[src/rtl/ctf_pkg.sv]
// Shared constants and tables of the complementary tilt filter.
// Depends on nothing; every other file takes names from here by scope.
package ctf_pkg;

  localparam int IN_W       = 16;
  localparam int ANG_W      = 17;
  localparam int CFG_IDX_W  = 8;
  localparam int CFG_DATA_W = 16;

  // Register indexes on the configuration channel.
  localparam logic [CFG_IDX_W-1:0] REG_GYRO_WEIGHT = 8'd0;
  localparam logic [CFG_IDX_W-1:0] REG_TILT_LIMIT  = 8'd1;

  localparam logic [CFG_DATA_W-1:0] GYRO_WEIGHT_RST = 16'd62259;
  localparam logic [CFG_DATA_W-1:0] TILT_LIMIT_RST  = 16'd11520;

  // Angle clamp, Q8.8 degrees.
  localparam int ANGLE_MAX = 46080;

  // CORDIC: inputs are scaled by 2^SCALE_SH; table is Q.ATAN_FRAC degrees.
  localparam int SCALE_SH  = 24;
  localparam int ATAN_FRAC = 20;

  // Gyro term: (|rate| * us + GYRO_ROUND) / 250000, done as a shift by
  // GYRO_PRE_SH and a reciprocal multiply for GYRO_DIV.
  localparam int          GYRO_ROUND    = 125000;
  localparam int          GYRO_PRE_SH   = 4;
  localparam int          GYRO_DIV      = 15625;
  localparam logic [28:0] GYRO_RECIP    = 29'd281474976;
  localparam int          GYRO_RECIP_SH = 42;

  // atan(2^-i) in Q.20 degrees.
  function automatic int atan_q20(input int i);
    int v;
    case (i)
      0:       v = 47185920;
      1:       v = 27855475;
      2:       v = 14718068;
      3:       v = 7471121;
      4:       v = 3750058;
      5:       v = 1876857;
      6:       v = 938658;
      7:       v = 469357;
      8:       v = 234682;
      9:       v = 117342;
      10:      v = 58671;
      11:      v = 29335;
      12:      v = 14668;
      13:      v = 7334;
      14:      v = 3667;
      15:      v = 1833;
      16:      v = 917;
      17:      v = 458;
      18:      v = 229;
      19:      v = 115;
      20:      v = 57;
      21:      v = 29;
      22:      v = 14;
      23:      v = 7;
      default: v = 0;
    endcase
    return v;
  endfunction

endpackage

[src/rtl/ctf_gyro.sv]
// Gyro increment: rate * elapsed_us / 250000, rounded half away from zero.
// Three register stages, reciprocal multiply with one correction; uses ctf_pkg.
module ctf_gyro (
  input  logic                            clk,
  input  logic signed [ctf_pkg::IN_W-1:0] rate,
  input  logic        [ctf_pkg::IN_W-1:0] us,
  output logic signed [ctf_pkg::IN_W-1:0] term
);

  logic        [15:0] rate_mag;
  logic        [31:0] mag_r;
  logic               neg1_r, neg2_r;
  logic        [31:0] num;
  logic        [27:0] npre;
  logic        [56:0] prod;
  logic        [27:0] np_r;
  logic        [14:0] q0_r;
  logic        [27:0] qmul;
  logic        [27:0] rem;
  logic        [14:0] q;
  logic signed [ctf_pkg::IN_W-1:0] term_r;

  // |rate| fits 16 unsigned bits, including the most negative code.
  assign rate_mag = rate[15] ? 16'(-rate) : rate;

  always_ff @(posedge clk) begin
    mag_r  <= 32'(rate_mag) * 32'(us);
    neg1_r <= rate[15];
  end

  assign num  = mag_r + 32'(ctf_pkg::GYRO_ROUND);
  assign npre = num[31:ctf_pkg::GYRO_PRE_SH];
  assign prod = 57'(npre) * 57'(ctf_pkg::GYRO_RECIP);

  always_ff @(posedge clk) begin
    np_r   <= npre;
    q0_r   <= prod[ctf_pkg::GYRO_RECIP_SH +: 15];
    neg2_r <= neg1_r;
  end

  // Estimate is at most one low: fix it with a single compare.
  assign qmul = 28'(q0_r) * 28'(ctf_pkg::GYRO_DIV);
  assign rem  = np_r - qmul;
  assign q    = (rem >= 28'(ctf_pkg::GYRO_DIV)) ? q0_r + 15'd1 : q0_r;

  always_ff @(posedge clk) begin
    term_r <= neg2_r ? -$signed({1'b0, q}) : $signed({1'b0, q});
  end

  assign term = term_r;

endmodule

[config.mk]
export PLATFORM = sky130hd
export DESIGN_NAME = ctf_gyro
export DESIGN_NICKNAME = d
export VERILOG_FILES = /design/src/rtl/ctf_pkg.sv /design/src/rtl/ctf_gyro.sv
export SDC_FILE = /design/constraint.sdc
export NUM_CORES = 2
export LEC_CHECK = 0
export ABC_AREA = 1
export ABC_CLOCK_PERIOD_IN_PS = 11400
export BUFFER_PORTS_ARGS = -buffer_cell sky130_fd_sc_hd__buf_2
export CAP_MARGIN = 0
export CORE_AREA = 2 2 312 314
export CTS_BUF_LIST = sky130_fd_sc_hd__clkbuf_16
export DETAILED_ROUTE_END_ITERATION = 6
export DIE_AREA = 0 0 314 316
export GPL_ROUTABILITY_DRIVEN = 0
export SETUP_SLACK_MARGIN = 0.1
export SYNTH_ARGS = -nofsm -noshare
export SYNTH_HDL_FRONTEND = slang
export SYNTH_SLANG_ARGS = --single-unit
[constraint.sdc]
create_clock -name clk -period 11.4 [get_ports clk]
set_clock_uncertainty 0.2 [all_clocks]
set_input_delay 2.28 -clock clk [delete_from_list [all_inputs] [get_ports clk]]
set_output_delay 2.28 -clock clk [all_outputs]
set_load 0.05 [all_outputs]
## Word-level counts from Yosys, hierarchy flattened

Index checks and enable logic that the tools add are counted.

| cells by class | value |
|---|---|
| add/sub/neg operators | 5 |
| multipliers | 3 |
| magnitude comparators | 1 |
| mux-type cells | 3 |

Operators with widths:

| operator | number |
|---|---|
| multiplier 28 x 24 -> 52 bit, second input constant | 1 |
| adder 32 x 17 -> 32 bit, second input constant | 1 |
| multiplier 16 x 16 -> 32 bit | 1 |
| two-way mux 15 bit | 2 |
| greater-or-equal comparator 28 x 14 -> 1 bit, second input constant | 1 |
| multiplier 15 x 14 -> 28 bit, second input constant | 1 |
| subtractor 28 bit | 1 |
| two-way mux 16 bit | 1 |
| negator 15 -> 16 bit | 1 |
| negator 16 bit | 1 |
| adder 15 x 1 -> 15 bit, second input constant | 1 |

| storage, ports and cells | value |
|---|---|
| flip-flop bits (word level) | 93 |
| bits of input ports | 33 |
| output and inout port bits | 16 |

## Logic depth before layout (Yosys ltp)

| logic depth | value |
|---|---|
| depth after elaboration | 6 |
| gate-level depth with buffers | 42 |

## Worst setup path after synthesis

OpenSTA, ideal clock, no wires.

| timing | value |
|---|---|
| path kind | in2reg |
| start point | in rate[0] (netlist name) |
| end point | reg mag_r[28] |
| setup time | 0.123 ns |
| arrival | 9.228 ns |
| required time | 11.077 ns |
| setup slack | 1.849 ns |
| stages | 34 |
| buffers on the path | 3 |
| cell sequence | clkbuf_1 -> clkbuf_1 -> inv_1 -> ha_1 -> inv_1 -> nor3_1 -> nand2_1 -> nor3_1 -> a21oi_1 -> or2_2 -> nand2_1 -> clkbuf_1 -> nand2_1 -> fa_1 -> inv_1 -> fa_1 -> inv_1 -> fa_1 -> inv_1 -> fa_1 -> inv_1 -> fa_1 -> inv_1 -> fa_1 -> ha_1 -> a21oi_1 -> o21ai_0 -> a21oi_1 -> o21bai_1 -> a21boi_0 -> o21ai_1 -> a21oi_1 -> o21ai_1 -> xor2_1 |

| on the way | value |
|---|---|
| word-level cells in the longest chain between the ends | 3 |

Ends and longest elaborated chain:

| what | line | source |
|---|---|---|
| start, declared | ctf_gyro.sv:5 | `input logic signed [ctf_pkg::IN_W-1:0] rate,` |
| negator 16 bit | ctf_gyro.sv:24 | `assign rate_mag = rate[15] ? 16'(-rate) : rate;` |
| two-way mux 16 bit * | ctf_gyro.sv:24 |  |
| multiplier 16 x 16 -> 32 bit * | ctf_gyro.sv:27 | `mag_r <= 32'(rate_mag) * 32'(us);` |
| end signal, assigned | ctf_gyro.sv:27 |  |
| end, declared | ctf_gyro.sv:11 | `logic [31:0] mag_r;` |

Mark *: on every way between the ends. The rest lies on a longest branch, timed or not.
A chain may end at the register's enable or synchronous reset.

## Final worst setup path

Same ends and word-level chain as after synthesis.

==> flow_metrics.env <==
export IMPL_wirelength_mm=73.4
export IMPL_final_area_um2=32500
export IMPL_ant_nets=0
export IMPL_via_per_inst=4.45
export IMPL_grtUsageTotal_pct=15.7
export IMPL_die_w_um=314
export IMPL_post_dp_hpwl_mm=64.6
export IMPL_ys_ff_latch=90
export IMPL_max_stage_delay_ns=0.56
export IMPL_crit_family="adder cells"
export IMPL_cts_buffer_depth=2
export IMPL_grt_pass1_wl_mm=124
export IMPL_antenna_found_initial=1
export IMPL_core_area_um2=96000
export IMPL_critical_path_class="in2reg"
export IMPL_r2r_setup_slack_ns=2.16
export IMPL_ys_types=48
export IMPL_synth_yosys_seq_area_share_pct=5.91
export IMPL_syn_area_um2=30500
export IMPL_critical_path_required_ns=11.47
export IMPL_rows=114
export IMPL_crit_buf_inv=8
export IMPL_min_path_type="reg2reg"
export IMPL_post_cts_buffers=0
export IMPL_crit_cells=32
export IMPL_instances_no_fill=5078
export IMPL_htreeDepth=3
export IMPL_placed_cells=5062
export IMPL_wl_per_cell_um=14.4
export IMPL_setup_viol=0
export IMPL_hold_viol_final=0
export IMPL_worst_pin_slew_ns=1.07
export IMPL_avgSynthCellArea_um2=8.09
export IMPL_max_freq_mhz=103
export IMPL_cts_resized_gates=0
export IMPL_ys_warn_count=0
export IMPL_async_flop_share_pct=0
export IMPL_setup_tns_ns=0
export IMPL_cp_start_kind="primary input"
export IMPL_die_h_um=316
export IMPL_drcViolationCount=0
export IMPL_worst_setup_path_end_kind="flop"
export IMPL_path_max_fanout=17
export IMPL_status="finished, final reports clean"
export IMPL_die_area_um2=99200
export IMPL_holdBufCountCts=0
export IMPL_rsz0062_at_grt="no"
export IMPL_synth_edf_count=0
export IMPL_clk_latency_ns=0.40
export IMPL_reg2reg_from="mag_r[3]$_DFF_P_"
export IMPL_path_common_cell="inv_1"
export IMPL_placed_area_um2=32200
export IMPL_root_buffer="clkbuf_16"
export IMPL_slew_headroom_pct=28.4
export IMPL_synthCells=3769
export IMPL_syn_nets=4858
export IMPL_reg2reg_to="q0_r[11]$_DFF_P_"
export IMPL_final_max_slew_viol_count=0
export IMPL_drive_gt1_share_pct=3.84
export IMPL_synthFlopType="dfxtp_1"
export IMPL_crit_path_start="rate[0]"
export IMPL_rr_worst_depth=32
export IMPL_arrival_ns=9.79
export IMPL_period_needed_ns=9.72
export IMPL_synthToLayoutAreaGrowth_pct=6.76
export IMPL_start_util_pct=31.8
export IMPL_num_io_pins=49
export IMPL_grt_pass1_vias=24100
export IMPL_grt_max_degree=20
export IMPL_crit_path_top_delay_cell="fa_1"
export IMPL_path_clk_slew_ns=0.09
export IMPL_cts_buffers=9
export IMPL_diodes=0
export IMPL_clkSinkCount=90
export IMPL_vias=22600
export IMPL_first_pass_iters=5
export IMPL_final_net_count=4886
export IMPL_cts_tree="done"
export IMPL_initialDrtViolationCount=1156
export IMPL_cp_endpoint="mag_r[28]$_DFF_P_"
export IMPL_max_cap_violations=0
export IMPL_whs_ns=0.422
export IMPL_overflow=0
export IMPL_io_buffers=48
export IMPL_fin_crit_sh_pct=85.3
==> worst min-delay path by stage <==
stage	start	end	slack (ns)	depth (start not counted)
floorplan	neg1_r$_DFF_P_	neg2_r$_DFF_P_	0.11	0
finish	neg1_r$_DFF_P_	neg2_r$_DFF_P_	0.42	0
global placement	neg1_r$_DFF_P_	neg2_r$_DFF_P_	0.40	0
global route	neg1_r$_DFF_P_	neg2_r$_DFF_P_	0.40	0
detailed placement	neg1_r$_DFF_P_	neg2_r$_DFF_P_	0.37	0
CTS	neg1_r$_DFF_P_	neg2_r$_DFF_P_	0.40	0
==> cell families (layout without fill, tap and decap cells) <==
family / after synthesis / in the layout / synth area share, %
buffers and inverters: 1209 / 1242 / 14.9
and+or+nand+nor: 1113 / 1113 / 15.2
adders and majority gates: 1056 / 1056 / 57.4
AOI/OAI and AO/OA: 209 / 209 / 3.91
xor gates and xnor gates: 92 / 92 / 2.64
DFF: 90 / 90 / 5.91
==> cells in the mapped netlist, types with 8 or more instances <==
master | number | area [µm²]
a21oi_1 | 100 | 500
a31oi_1 | 10 | 62.6
clkbuf_1 | 38 | 143
dfxtp_1 | 90 | 1800
fa_1 | 570 | 11400
ha_1 | 486 | 6080
inv_1 | 1147 | 4310
inv_2 | 16 | 60.1
nand2_1 | 681 | 2560
nand2_2 | 11 | 68.8
nand3_1 | 84 | 420
nand3_2 | 8 | 80.1
nand3b_1 | 12 | 90.1
nand4_1 | 28 | 175
nor2_1 | 223 | 837
nor2_2 | 13 | 81.3
nor3_1 | 23 | 115
o21a_1 | 10 | 75.1
o21ai_0 | 45 | 225
o21ai_1 | 10 | 50.1
or2_2 | 11 | 68.8
xnor2_1 | 21 | 184
xor2_1 | 71 | 622
==> layout make-up <==
cell class	instances	area (µm²)
Multi-Input combinational cell	2470	24100
Tap cell	1276	1600
Clock buffer	9	225
Timing Repair Buffer	59	323
Sequential cell	90	1800
Clock inverter	7	81.3
Inverter	1167	4380
Fill cell	10200	63500
==> cells in the final DEF (no fill, tap or decap), drive strengths merged <==
master,instances
o21a,10
dfxtp,90
clkinv,7
o211ai,4
nand4,28
or2,11
nand3b,12
o31ai,3
buf,59
xor2,71
ha,486
a31oi,10
inv,1167
o2111ai,2
nand2,693
o21ai,57
a21boi,3
nor4,7
o221ai,1
a21o,6
nand3,92
fa,570
o221a,3
a211oi,1
a211o,1
o21bai,4
clkbuf,9
o311ai,1
and2,7
xnor2,21
or3,1
a221oi,1
nor3,23
nor2,239
a2111oi,1
a21oi,101
==> sequential cells by signal (all words and copies together), names as in the netlist <==
register	cells
mag_r	29
neg1_r	1
neg2_r	1
np_r	28
q0_r	15
term	16
==> stage by stage <==
stage	utilization [%]	setup slack, ns
finish	33.9	1.68
global route	33.9	0.923
CTS	33.9	1.72
detailed placement	33.6	1.32
global placement	33.6	1.43
floorplan	-	1.85
==> metal layers <==
layer  track usage, %  part of all wire, %  vias to the layer above
li1                 -                    -                    11100
met1             20.8                   46                    10900
met2             27.0                   47                      446
met3             1.97                  4.4                      112
met4             4.60                  2.9                        0
met5                0                    0                        -
Power is left out: the tool's default activity adds up to more than one toggle a clock period on the data nets, which glitch-free logic cannot reach.
